--- config.mk ---
export PLATFORM = sky130hd
export DESIGN_NAME = fadc_word_stream_encoder_top
export DESIGN_NICKNAME = d
export VERILOG_FILES = /design/src/sv/fwse_pkg.sv /design/src/sv/fwse_queue.sv /design/src/sv/fwse_front.sv /design/src/sv/fwse_back.sv /design/src/sv/fadc_word_stream_encoder_top.sv
export SDC_FILE = /design/constraint.sdc
export NUM_CORES = 1
export LEC_CHECK = 0
export ABC_AREA = 1
export BUFFER_PORTS_ARGS = -buffer_cell sky130_fd_sc_hd__buf_2
export CAP_MARGIN = 25
export CORE_ASPECT_RATIO = 0.75
export CORE_MARGIN = 2
export CORE_UTILIZATION = 56
export DETAILED_ROUTE_END_ITERATION = 6
export PLACE_DENSITY_LB_ADDON = 0.08
export SLEW_MARGIN = 20
export SYNTH_ARGS = -nofsm -noshare
export SYNTH_HDL_FRONTEND = slang
export SYNTH_SLANG_ARGS = --single-unit
--- constraint.sdc ---
create_clock -name aclk -period 7.21 [get_ports aclk]
set_input_delay 0.3605 -clock aclk [delete_from_list [all_inputs] [get_ports aclk]]
set_output_delay 0.3605 -clock aclk [all_outputs]
set_load 0.05 [all_outputs]
--- src/sv/fwse_pkg.sv ---
package fwse_pkg;

    localparam int TS_W       = 27;
    localparam int SMP_W      = 13;
    localparam int LOW_W      = 12;
    localparam int NUM_SMP    = 4;
    localparam int CNT_W      = 8;
    localparam int BOARD_W    = 8;
    localparam int CODE_W     = 4;
    localparam int VALUE_W    = 27;
    localparam int WIDTH_W    = 5;
    localparam int QUEUE_DEPTH = 4;

    localparam logic [CNT_W-1:0]   RUN_MAX      = 8'd255;
    localparam logic [BOARD_W-1:0] HALVE_LIMIT  = 8'd128;
    localparam logic signed [SMP_W:0] DIFF_LIMIT = 14'sd7;

    // Opcodes of an input transaction.
    localparam logic [1:0] OP_TS     = 2'd0;
    localparam logic [1:0] OP_FLUSH  = 2'd1;
    localparam logic [1:0] OP_SAMPLE = 2'd2;

    // Record widths.
    localparam logic [WIDTH_W-1:0] RW_ADC   = 5'd1;
    localparam logic [WIDTH_W-1:0] RW_CODE  = 5'd4;
    localparam logic [WIDTH_W-1:0] RW_COUNT = 5'd8;
    localparam logic [WIDTH_W-1:0] RW_SMP   = 5'd13;
    localparam logic [WIDTH_W-1:0] RW_TS    = 5'd27;

    // One queued job: either a finished run or a coded sample word.
    typedef struct packed {
        logic                              is_run;
        logic                              run_adc;
        logic [TS_W-1:0]                   run_start;
        logic [CNT_W-1:0]                  run_count;
        logic [NUM_SMP-1:0][SMP_W-1:0]     smp;
        logic [NUM_SMP-1:0]                short_code;
        logic [NUM_SMP-1:0][CODE_W-1:0]    code;
    } job_t;

endpackage

--- src/sv/fwse_queue.sv ---
module fwse_queue #(
    parameter int DEPTH = fwse_pkg::QUEUE_DEPTH
) (
    input  logic           aclk,
    input  logic           aresetn,
    input  logic           push,
    input  fwse_pkg::job_t push_job,
    output logic           full,
    input  logic           pop,
    output logic           head_valid,
    output fwse_pkg::job_t head_job
);

    localparam int PTR_W = (DEPTH > 1) ? $clog2(DEPTH) : 1;
    localparam int CNT_W = $clog2(DEPTH + 1);

    fwse_pkg::job_t   entry_reg [DEPTH];
    logic [PTR_W-1:0] wr_ptr_reg, wr_ptr_next;
    logic [PTR_W-1:0] rd_ptr_reg, rd_ptr_next;
    logic [CNT_W-1:0] count_reg, count_next;
    logic             do_push, do_pop;

    assign full       = (count_reg == CNT_W'(DEPTH));
    assign head_valid = (count_reg != '0);
    assign head_job   = entry_reg[rd_ptr_reg];
    assign do_push    = push && !full;
    assign do_pop     = pop && head_valid;

    always_comb begin
        wr_ptr_next = wr_ptr_reg;
        rd_ptr_next = rd_ptr_reg;
        count_next  = count_reg;
        if (do_push) begin
            wr_ptr_next = (wr_ptr_reg == PTR_W'(DEPTH - 1)) ? '0 : wr_ptr_reg + 1'b1;
        end
        if (do_pop) begin
            rd_ptr_next = (rd_ptr_reg == PTR_W'(DEPTH - 1)) ? '0 : rd_ptr_reg + 1'b1;
        end
        if (do_push && !do_pop) begin
            count_next = count_reg + 1'b1;
        end else if (do_pop && !do_push) begin
            count_next = count_reg - 1'b1;
        end
    end

    always_ff @(posedge aclk) begin
        if (!aresetn) begin
            wr_ptr_reg <= '0;
            rd_ptr_reg <= '0;
            count_reg  <= '0;
        end else begin
            wr_ptr_reg <= wr_ptr_next;
            rd_ptr_reg <= rd_ptr_next;
            count_reg  <= count_next;
        end
    end

    always_ff @(posedge aclk) begin
        if (do_push) begin
            entry_reg[wr_ptr_reg] <= push_job;
        end
    end

endmodule

--- src/sv/fwse_front.sv ---
module fwse_front (
    input  logic                         aclk,
    input  logic                         aresetn,
    input  logic                         cfg_valid,
    input  logic [fwse_pkg::BOARD_W-1:0] cfg_data,
    input  logic                         accept,
    input  logic [1:0]                   opcode,
    input  logic                         adc_select,
    input  logic [fwse_pkg::TS_W-1:0]    raw_timestamp,
    input  logic [fwse_pkg::NUM_SMP-1:0] overflow_bits,
    input  logic [fwse_pkg::NUM_SMP*fwse_pkg::LOW_W-1:0] sample_bytes,
    output logic                         push,
    output fwse_pkg::job_t               push_job
);

    localparam int TS_W  = fwse_pkg::TS_W;
    localparam int SMP_W = fwse_pkg::SMP_W;
    localparam int LOW_W = fwse_pkg::LOW_W;
    localparam int CNT_W = fwse_pkg::CNT_W;
    localparam int NSMP  = fwse_pkg::NUM_SMP;

    logic [fwse_pkg::BOARD_W-1:0] board_reg;
    logic                 open_reg, open_next;
    logic                 island_adc_reg, island_adc_next;
    logic [TS_W-1:0]      island_start_reg, island_start_next;
    logic [CNT_W-1:0]     run_count_reg, run_count_next;
    logic [TS_W-1:0]      prev_time_reg, prev_time_next;
    logic                 prev_adc_reg, prev_adc_next;
    logic [SMP_W-1:0]     prev_sample_reg, prev_sample_next;

    logic [TS_W-1:0]      ts_eff;
    logic                 new_run;
    logic [NSMP-1:0][SMP_W-1:0] smp;
    logic [SMP_W-1:0]     pred [NSMP];
    logic signed [SMP_W:0] diff [NSMP];

    always_comb begin
        ts_eff = (board_reg < fwse_pkg::HALVE_LIMIT) ? {1'b0, raw_timestamp[TS_W-1:1]}
                                                     : raw_timestamp;
        new_run = !open_reg
               || ({1'b0, ts_eff} != ({1'b0, prev_time_reg} + (TS_W+1)'(1)))
               || (adc_select != prev_adc_reg)
               || (run_count_reg == fwse_pkg::RUN_MAX);
    end

    // Every sample after the first is predicted by its neighbor in the same word,
    // so the four differences are independent of each other.
    always_comb begin
        for (int k = 0; k < NSMP; k++) begin
            smp[k]  = {overflow_bits[k], sample_bytes[k*LOW_W +: LOW_W]};
            pred[k] = (k == 0) ? prev_sample_reg : smp[(k == 0) ? 0 : k-1];
            diff[k] = $signed({1'b0, smp[k]}) - $signed({1'b0, pred[k]});
        end
    end

    always_comb begin
        push_job           = '0;
        push_job.run_adc   = island_adc_reg;
        push_job.run_start = island_start_reg;
        push_job.run_count = run_count_reg;
        push_job.is_run    = (opcode != fwse_pkg::OP_SAMPLE);
        push_job.smp       = smp;
        for (int k = 0; k < NSMP; k++) begin
            push_job.short_code[k] = (diff[k] <= fwse_pkg::DIFF_LIMIT)
                                  && (diff[k] >= -fwse_pkg::DIFF_LIMIT);
            push_job.code[k]  = diff[k][3:0] + 4'd8;
        end

        push              = 1'b0;
        open_next         = open_reg;
        island_adc_next   = island_adc_reg;
        island_start_next = island_start_reg;
        run_count_next    = run_count_reg;
        prev_time_next    = prev_time_reg;
        prev_adc_next     = prev_adc_reg;
        prev_sample_next  = prev_sample_reg;

        if (accept) begin
            case (opcode)
                fwse_pkg::OP_TS: begin
                    push = new_run && open_reg;
                    if (new_run) begin
                        open_next         = 1'b1;
                        island_adc_next   = adc_select;
                        island_start_next = ts_eff;
                        run_count_next    = CNT_W'(1);
                    end else begin
                        run_count_next = run_count_reg + 1'b1;
                    end
                    prev_adc_next  = adc_select;
                    prev_time_next = ts_eff;
                end
                fwse_pkg::OP_FLUSH: begin
                    push              = open_reg;
                    open_next         = 1'b0;
                    island_adc_next   = 1'b0;
                    island_start_next = '0;
                    run_count_next    = '0;
                    prev_time_next    = '0;
                    prev_adc_next     = 1'b0;
                    prev_sample_next  = '0;
                end
                fwse_pkg::OP_SAMPLE: begin
                    push             = 1'b1;
                    prev_sample_next = smp[NSMP-1];
                end
                default: begin
                end
            endcase
        end
    end

    always_ff @(posedge aclk) begin
        if (!aresetn) begin
            board_reg        <= '0;
            open_reg         <= 1'b0;
            island_adc_reg   <= 1'b0;
            island_start_reg <= '0;
            run_count_reg    <= '0;
            prev_time_reg    <= '0;
            prev_adc_reg     <= 1'b0;
            prev_sample_reg  <= '0;
        end else begin
            if (cfg_valid) begin
                board_reg <= cfg_data;
            end
            open_reg         <= open_next;
            island_adc_reg   <= island_adc_next;
            island_start_reg <= island_start_next;
            run_count_reg    <= run_count_next;
            prev_time_reg    <= prev_time_next;
            prev_adc_reg     <= prev_adc_next;
            prev_sample_reg  <= prev_sample_next;
        end
    end

endmodule

--- src/sv/fwse_back.sv ---
module fwse_back (
    input  logic                         aclk,
    input  logic                         aresetn,
    input  logic                         head_valid,
    input  fwse_pkg::job_t               head_job,
    output logic                         pop,
    output logic                         m_tvalid,
    input  logic                         m_tready,
    output logic [fwse_pkg::VALUE_W-1:0] code_value,
    output logic [fwse_pkg::WIDTH_W-1:0] code_width,
    output logic                         last_of_item
);

    localparam int VALUE_W = fwse_pkg::VALUE_W;

    fwse_pkg::job_t job_reg;
    logic           job_valid_reg, job_valid_next;
    logic [1:0]     rstep_reg, rstep_next;
    logic [1:0]     k_reg, k_next;
    logic           phase_reg, phase_next;

    logic                         out_valid_reg;
    logic [VALUE_W-1:0]           value_reg;
    logic [fwse_pkg::WIDTH_W-1:0] width_reg;
    logic                         last_reg;

    logic [VALUE_W-1:0]           rec_value;
    logic [fwse_pkg::WIDTH_W-1:0] rec_width;
    logic                         rec_last;
    logic                         smp_done;
    logic                         out_free, fire;

    // Record selected by the current step of the job in hand.
    always_comb begin
        smp_done = 1'b0;
        if (job_reg.is_run) begin
            case (rstep_reg)
                2'd0: begin
                    rec_value = VALUE_W'(job_reg.run_adc);
                    rec_width = fwse_pkg::RW_ADC;
                end
                2'd1: begin
                    rec_value = job_reg.run_start;
                    rec_width = fwse_pkg::RW_TS;
                end
                default: begin
                    rec_value = VALUE_W'(job_reg.run_count);
                    rec_width = fwse_pkg::RW_COUNT;
                end
            endcase
            rec_last = (rstep_reg == 2'd2);
        end else begin
            if (job_reg.short_code[k_reg] && !phase_reg) begin
                rec_value = VALUE_W'(job_reg.code[k_reg]);
                rec_width = fwse_pkg::RW_CODE;
                smp_done  = 1'b1;
            end else if (!phase_reg) begin
                // Escape code ahead of a verbatim sample.
                rec_value = '0;
                rec_width = fwse_pkg::RW_CODE;
            end else begin
                rec_value = VALUE_W'(job_reg.smp[k_reg]);
                rec_width = fwse_pkg::RW_SMP;
                smp_done  = 1'b1;
            end
            rec_last = smp_done && (k_reg == 2'd3);
        end
    end

    assign out_free = !out_valid_reg || m_tready;
    assign fire     = job_valid_reg && out_free;
    assign pop      = head_valid && (!job_valid_reg || (fire && rec_last));

    always_comb begin
        job_valid_next = job_valid_reg;
        rstep_next     = rstep_reg;
        k_next         = k_reg;
        phase_next     = phase_reg;
        if (pop) begin
            job_valid_next = 1'b1;
            rstep_next     = '0;
            k_next         = '0;
            phase_next     = 1'b0;
        end else if (fire) begin
            if (rec_last) begin
                job_valid_next = 1'b0;
            end else if (job_reg.is_run) begin
                rstep_next = rstep_reg + 1'b1;
            end else if (smp_done) begin
                k_next     = k_reg + 1'b1;
                phase_next = 1'b0;
            end else begin
                phase_next = 1'b1;
            end
        end
    end

    always_ff @(posedge aclk) begin
        if (!aresetn) begin
            job_valid_reg <= 1'b0;
            rstep_reg     <= '0;
            k_reg         <= '0;
            phase_reg     <= 1'b0;
            out_valid_reg <= 1'b0;
        end else begin
            job_valid_reg <= job_valid_next;
            rstep_reg     <= rstep_next;
            k_reg         <= k_next;
            phase_reg     <= phase_next;
            if (out_free) begin
                out_valid_reg <= fire;
            end
        end
    end

    always_ff @(posedge aclk) begin
        if (pop) begin
            job_reg <= head_job;
        end
        if (fire) begin
            value_reg <= rec_value;
            width_reg <= rec_width;
            last_reg  <= rec_last;
        end
    end

    assign m_tvalid     = out_valid_reg;
    assign code_value   = value_reg;
    assign code_width   = width_reg;
    assign last_of_item = last_reg;

endmodule

--- src/sv/fadc_word_stream_encoder_top.sv ---
// Flash-ADC word stream encoder.
// Input stream (s_*): s_tuser carries the opcode (timestamp word, flush, sample
// word); s_tdata carries the 80-bit word fields. Configuration channel (cfg_*)
// writes board_number; it is always ready and must only be used while idle.
// Output stream (m_*): one record per transaction, value and bit width in
// m_tdata, m_tlast on the final record produced by an input item.
// A front stage updates the run and sample predictors and posts at most one job
// per item into a small job queue; a back stage expands each job into records,
// one record per cycle while m_tready allows. Timestamp words are accepted
// every cycle while the queue has room; a closed run gives 3 records and a
// sample word 4 to 8, so the output channel sets the sustained rate. With an
// empty queue an item's first record passes the queue, job and output registers.
// A stalled receiver holds the output register; the queue then fills and
// s_tready drops once it holds QUEUE_DEPTH jobs.
// Reset clears board_number, all predictors, the queue and the output valid.
module fadc_word_stream_encoder_top #(
    parameter int QUEUE_DEPTH = fwse_pkg::QUEUE_DEPTH
) (
    input  logic        aclk,
    input  logic        aresetn,
    input  logic        cfg_valid,
    output logic        cfg_ready,
    input  logic [7:0]  cfg_data,      // board_number
    input  logic        s_tvalid,
    output logic        s_tready,
    input  logic [79:0] s_tdata,       // adc_select, raw_timestamp, overflow_bits, sample_bytes
    input  logic [1:0]  s_tuser,       // opcode
    output logic        m_tvalid,
    input  logic        m_tready,
    output logic [31:0] m_tdata,       // code_value, code_width
    output logic        m_tlast
);

    logic           accept;
    logic           push, full, pop, head_valid;
    fwse_pkg::job_t push_job, head_job;
    logic [fwse_pkg::VALUE_W-1:0] code_value;
    logic [fwse_pkg::WIDTH_W-1:0] code_width;

    assign cfg_ready = 1'b1;
    assign s_tready  = !full;
    assign accept    = s_tvalid && s_tready;

    fwse_front u_front (
        .aclk          (aclk),
        .aresetn       (aresetn),
        .cfg_valid     (cfg_valid),
        .cfg_data      (cfg_data),
        .accept        (accept),
        .opcode        (s_tuser),
        .adc_select    (s_tdata[0]),
        .raw_timestamp (s_tdata[27:1]),
        .overflow_bits (s_tdata[31:28]),
        .sample_bytes  (s_tdata[79:32]),
        .push          (push),
        .push_job      (push_job)
    );

    fwse_queue #(
        .DEPTH (QUEUE_DEPTH)
    ) u_queue (
        .aclk       (aclk),
        .aresetn    (aresetn),
        .push       (push),
        .push_job   (push_job),
        .full       (full),
        .pop        (pop),
        .head_valid (head_valid),
        .head_job   (head_job)
    );

    fwse_back u_back (
        .aclk         (aclk),
        .aresetn      (aresetn),
        .head_valid   (head_valid),
        .head_job     (head_job),
        .pop          (pop),
        .m_tvalid     (m_tvalid),
        .m_tready     (m_tready),
        .code_value   (code_value),
        .code_width   (code_width),
        .last_of_item (m_tlast)
    );

    assign m_tdata = {code_width, code_value};

endmodule

==> results of run 1 <==
## how the worst max path moves through the flow
stage / end / slack [ps] / cells past startpoint
floorplan: u_queue.entry_reg[0][0]$_DFFE_PP_ / 180 / 16
global placement: u_queue.entry_reg[3][41]$_DFFE_PP_ / 2970 / 14
detailed placement: u_queue.entry_reg[3][41]$_DFFE_PP_ / 2870 / 14
CTS: u_queue.entry_reg[3][44]$_DFFE_PP_ / 2860 / 14
global route: u_back.job_reg[104]$_DFFE_PP_ / 2440 / 13
finish: u_queue.entry_reg[3][12]$_DFFE_PP_ / 2870 / 14
## critical path, delay by kind of cell, from the launching register on
family / cells / cell delay [ps]
AO/OA/AOI/OAI: 1 / 360
XOR/XNOR: 2 / 370
buffers and inverters: 3 / 1110
flip-flops: 1 / 310
AND/OR/NAND/NOR: 8 / 1700
## routing by layer
metal,vias to the layer above,part of all wire,track usage
li1,9645,-,-
met1,9956,0.48,0.461
met2,786,0.41,0.387
met3,79,0.096,0.0445
met4,0,0.014,0.0487
met5,-,0,0
## cell type report
class | instances | share of cell area
clock buffer | 81 | 0.0516
timing repair buffer | 155 | 0.0287
sequential | 670 | 0.589
tap | 703 | 0.0270
multi-input combinational | 1664 | 0.267
clock inverter | 35 | 0.00788
inverter | 243 | 0.0283
## synthesized netlist by cell type, drive strengths merged, types with 2 or more instances
cell      n  area share
a211oi   16      0.0041
a21boi    3     0.00077
a21o      3     0.00077
a21oi   117       0.020
a221oi    2     0.00060
a22o      5      0.0015
a22oi    10      0.0026
and2      2     0.00043
buf      15      0.0036
clkbuf  105       0.013
dfxtp    93       0.064
edfxtp  577        0.59
fa        5      0.0034
ha       69       0.030
inv     242       0.031
nand2   306       0.040
nand3    77       0.013
nand3b    7      0.0018
nand4    21      0.0045
nor2    435       0.058
nor3     26      0.0044
o21ai   356       0.061
o21bai    8      0.0021
o22ai   124       0.027
o31ai     2     0.00051
or2       7      0.0015
xnor2    17      0.0051
xor2     41       0.013
## where the power goes
part	switching [uW]	internal (uW)	leakage (uW)	total, uW
Combinational	1910	666	0.00509	2580
Sequential	345	5010	0.00613	5360
Clock	1420	1720	0.000952	3140
Total	3670	7390	0.0122	11100
## stage by stage
step	power [uW]	instance area [um^2]	utilization
floorplan	7050	29300	-
global placement	7920	30500	0.591
detailed placement	7990	30500	0.591
CTS	11100	32600	0.631
global route	11600	32600	0.631
finish	11100	32600	0.631
## cells by family after synthesis
| family | Yosys count |
|---|---|
| multiplexers | 1 |
| other | 1 |
| adder cells (fa/ha/maj) | 74 |
| AO/OA/AOI/OAI | 648 |
| buffers and inverters | 363 |
| flip-flops | 670 |
| XOR/XNOR | 58 |
| AND/OR/NAND/NOR | 882 |
## what timing repair did
item / 4_1_cts / 5_1_grt
hold buffers: 11 / 0
hold endpoints to repair: 37 / 0
buffers inserted: 0 / 0
setup endpoints to repair: 0 / 0
==> flow_summary.json, run 1 <==
{
  "cp_slowest_cell": "nor2_4",
  "pre_cts_ws_ps": 2870,
  "finalNetCount": 2964,
  "cp-startpoint": "u_front.board_reg[7]$_SDFFE_PN0P_",
  "seqCellArea_um2": 19200,
  "r2r_setup_slack_ps": 2870,
  "synthMuxAreaShare": 0.000342,
  "wl_mm": 74.3,
  "ys_seq_elements": 670,
  "clockBufferDepth": 3,
  "first_pass_iters": 6,
  "synth-compound-area-share": 0.121,
  "multi_input_area_um2": 8700,
  "ys_seq_area_frac": 0.656,
  "grt_pass1_wl_mm": 113,
  "endpoint_kind": "register",
  "ys_warn_count": 0,
  "timing.rr.start": "u_front.board_reg[7]$_SDFFE_PN0P_",
  "synth.distinct_cells": 49,
  "h-tree-depth": 2,
  "syn_avg_cell_area_um2": 10.8,
  "syn-instance-count": 2697,
  "antenna_found_initial": 1,
  "hpwl_mm": 47.4,
  "setup-violations-final": 0,
  "worst_slew_pin_slew_ps": 920,
  "die_x_um": 268,
  "synth_fa_ha_area_frac": 0.0329,
  "fin_setup_tns_ps": 0,
  "yosys.area_share.simple": 0.123,
  "reg2reg_depth": 14,
  "cap_violations": 0,
  "syn_area_um2": 29300,
  "route.detailed.drc": 0,
  "syn_nets": 2866,
  "peakVddDrop_mv": 0.207,
  "diodes": 0,
  "insertion_delay_ps": 630,
  "outcome": "finished, final reports clean",
  "drive_gt1_frac": 0.0966,
  "powerDensity_nw_per_um2": 340,
  "ant_nets": 0,
  "async_flop_share": 0,
  "grt_pass1_vias": 18900,
  "syn_to_final_growth_pct": 11.3,
  "critPathMaxFanout": 84,
  "fin_ws_ps": 2870,
  "finalClockSkew_ps": 22.2,
  "viasPerCell": 5.76,
  "fmax_ghz": 0.231,
  "crit_chain": "buf_4 > inv_4 > o21ai_0 > xor2_1 > xor2_1 > nor2_1 > nand3_1 > nor2_2 > nand2_1 > nand2_1 > nand2_1 > nand2_1 > nor2_4 > buf_12",
  "cts_tree": "yes",
  "r2r-end": "u_queue.entry_reg[3][12]$_DFFE_PP_",
  "rsz0062_at_grt": "no",
  "synth-xor-area-share": 0.0176,
  "cts_sinks": 670,
  "die_y_um": 202,
  "first_iter_violations": 2454,
  "final_cell_mix": "edfxtp_1 (577), nor2_1 (421), o21ai_0 (342), nand2_1 (303), inv_1 (234)",
  "cts.repair.resized": 0,
  "ys.flop_type": "edfxtp_1",
  "hold_class": "input port to register",
  "hold_ws_ps": 17.3,
  "max_stage_delay_ps": 790,
  "mostFrequentLayoutCell": "edfxtp_1",
  "hold_path_startpoint": "s_tdata[41]",
  "std_cell_rows": 72,
  "fin_cells": 3551,
  "largest_reg_flops": 436,
  "crit_path_frequent_cell": "nand2_1",
  "grt_max_degree": 108,
  "die_area_um2": 54100,
  "crit_type": "register to register",
  "start_util": 0.567,
  "dp.cells": 3424,
  "synth_top_family_by_area": "simple AND/OR/NAND/NOR gates",
  "finalHoldViolCount": 0,
  "fin_crit_ps": 4340,
  "whs_path_depth": 1,
  "hold_end": "u_queue.entry_reg[1][29]$_DFFE_PP_",
  "cp-start-kind": "register",
  "cp.arrival_ps": 4600,
  "cts_root_buf": "clkbuf_16",
  "clkTransAtPathRegs_ps": 60,
  "vias": 20500,
  "maxSlewViolCount": 0,
  "period_share": 0.602,
  "gp_congestion": 0.935,
  "cts_buffers": 61,
  "cp_data_required_time_ps": 7470,
  "io_buffers": 122,
  "core_area_um2": 51600,
  "p_leak_uw": 0.0122,
  "slew_headroom": 0.385,
  "grt_overflow": 0,
  "fillers": 4125,
  "wire_per_inst_um": 20.9,
  "io_pins": 131,
  "synth-edff-count": 577,
  "track_usage": 0.278
}
Note: power is estimated with default switching activity, not from simulation.
==> run 2: changes to the inputs <==
--- a/config.mk
+++ b/config.mk
@@ -10,7 +10,7 @@
 export CAP_MARGIN = 25
 export CORE_ASPECT_RATIO = 0.75
 export CORE_MARGIN = 2
-export CORE_UTILIZATION = 56
+export CORE_UTILIZATION = 62
 export DETAILED_ROUTE_END_ITERATION = 6
 export PLACE_DENSITY_LB_ADDON = 0.08
 export SLEW_MARGIN = 20
==> constraint.sdc (replaced) <==
create_clock -name aclk -period 4.05 [get_ports aclk]
set_input_delay 0.2025 -clock aclk [delete_from_list [all_inputs] [get_ports aclk]]
set_output_delay 0.2025 -clock aclk [all_outputs]
set_load 0.05 [all_outputs]
==> flow_summary.json, run 2 (same netlist as run 1, synthesis figures left out) <==
{
  "wl_mm": 76.2,
  "setup-violations-final": 0,
  "io_buffers": 122,
  "endpoint_kind": "register",
  "cts_tree": "yes",
  "seqCellArea_um2": 19200,
  "die_area_um2": 49000,
  "max_stage_delay_ps": 400,
  "cp_slowest_cell": "dfxtp_1",
  "grt_pass1_wl_mm": 115,
  "pre_cts_ws_ps": 336,
  "peakVddDrop_mv": 0.625,
  "grt_overflow": 0,
  "grt_pass1_vias": 20000,
  "io_pins": 131,
  "wire_per_inst_um": 21.4,
  "grt_max_degree": 154,
  "clockBufferDepth": 3,
  "cp.arrival_ps": 4150,
  "critPathMaxFanout": 6,
  "h-tree-depth": 2,
  "start_util": 0.632,
  "gp_congestion": 0.971,
  "syn_to_final_growth_pct": 14.5,
  "fin_crit_ps": 3640,
  "cp-start-kind": "register",
  "cp_data_required_time_ps": 4560,
  "period_share": 0.898,
  "first_pass_iters": 6,
  "cts_buffers": 61,
  "clkTransAtPathRegs_ps": 60,
  "ant_nets": 0,
  "viasPerCell": 5.92,
  "multi_input_area_um2": 8700,
  "crit_path_frequent_cell": "nand2_1",
  "post-route-util": 0.724,
  "insertion_delay_ps": 640,
  "worst_slew_pin_slew_ps": 943,
  "finalClockSkew_ps": 19.5,
  "cts_root_buf": "clkbuf_16",
  "core_area_um2": 46300,
  "largest_reg_flops": 436,
  "fin_setup_tns_ps": 0,
  "hold_class": "input port to register",
  "hpwl_mm": 50.2,
  "die_x_um": 255,
  "rsz0062_at_grt": "no",
  "fin_ws_ps": 414,
  "fmax_ghz": 0.275,
  "vias": 21100,
  "powerDensity_nw_per_um2": 601,
  "mostFrequentLayoutCell": "edfxtp_1",
  "antenna_found_initial": 2,
  "maxSlewViolCount": 0,
  "std_cell_rows": 68,
  "drive_gt1_frac": 0.106,
  "finalNetCount": 3039,
  "fillers": 3242,
  "cap_violations": 0,
  "die_y_um": 192,
  "final_cell_mix": "edfxtp_1 (577), nor2_1 (421), o21ai_0 (342), nand2_1 (302), inv_1 (235)",
  "crit_type": "register to register",
  "finalHoldViolCount": 0,
  "hold_ws_ps": 46.8,
  "track_usage": 0.316,
  "route.detailed.drc": 0,
  "first_iter_violations": 2618,
  "crit_chain": "ha_1 > nand3_1 > nor2_4 > nand2_1 > nand2_1 > nand2_1 > or2_2 > nand3_1 > nor2_1 > nand2_1 > nor2_2 > nand2_1 > nand2_1 > nand2_1 > nand2_2 > inv_1 > ha_1 > inv_1 > fa_1 > a21oi_1 > o21ai_0 > o21ai_0 > a21oi_1",
  "slew_headroom": 0.371,
  "p_leak_uw": 0.0126,
  "cts_sinks": 670,
  "outcome": "finished, final reports clean"
}
==> run 2: changes by cell type in the layout (fill, tap and decap cells not counted), sizes merged <==
cell and change:
buf +31, bufinv +3, clkbuf -1, clkinv +1
clkinvlp -1, diode +2, dlygate4sd3 +44, inv -2
==> run 2: final timing paths <==
kind / start / endpoint / slack [ps] / depth (start not counted)
min reg2reg: u_front.prev_sample_reg[12]$_SDFFE_PN0P_ / u_front.prev_sample_reg[12]$_SDFFE_PN0P_ / 480 / 2
max reg2reg: u_front.prev_time_reg[1]$_SDFFE_PN0P_ / u_queue.count_reg[2]$_SDFFE_PN0P_ / 410 / 23
max: u_front.prev_time_reg[1]$_SDFFE_PN0P_ / u_queue.count_reg[2]$_SDFFE_PN0P_ / 410 / 23
min: aresetn / u_queue.wr_ptr_reg[1]$_SDFFE_PN0P_ / 50 / 3
==> run 2: report_power, final <==
group | total (uW) | switching [uW] | internal (uW)
clock network | 5790 | 2560 | 3230
registers | 9410 | 502 | 8910
logic | 4930 | 3580 | 1340
total | 20100 | 6650 | 13500
==> run 2: critical path, delay by kind of cell (launching register included) <==
kind / cells / cell delay (ps)
and+or+nand+nor: 14 / 1690
AOI/OAI and AO/OA: 4 / 450
adders and majority gates: 3 / 810
DFF: 1 / 400
buffers and inverters: 2 / 170
==> run 2: metal layers <==
metal | part of all wire | GRT usage
met3 | 0.12 | 0.0843
met2 | 0.42 | 0.447
met4 | 0.018 | 0.0783
met5 | 0.00017 | 0
met1 | 0.45 | 0.488
==> run 2: per-stage QoR <==
stage / area, um^2 / total power [uW] / cells
floorplan: 29300 / 12500 / 2697
global placement: 30900 / 14200 / 3381
detailed placement: 30900 / 14300 / 3382
CTS: 33500 / 20100 / 3553
global route: 33500 / 21000 / 3553
finish: 33500 / 20100 / 3555
==> run 2: area by class of cell <==
cell class              count  area share
multi-input cells        1664       0.260
clock inverters            36      0.0102
flip-flops and latches    670       0.573
clock buffers              80      0.0498
diodes                      2    0.000149
inverters                 243      0.0276
well taps                 630      0.0235
repair buffers            230      0.0557
==> run 2: what timing repair did <==
item                                    CTS  global route
endpoints found under the setup margin    0             2
resized for setup                         0             1
hold buffers                             55             0
buffers inserted                          0             0
hold endpoints to repair                214             0
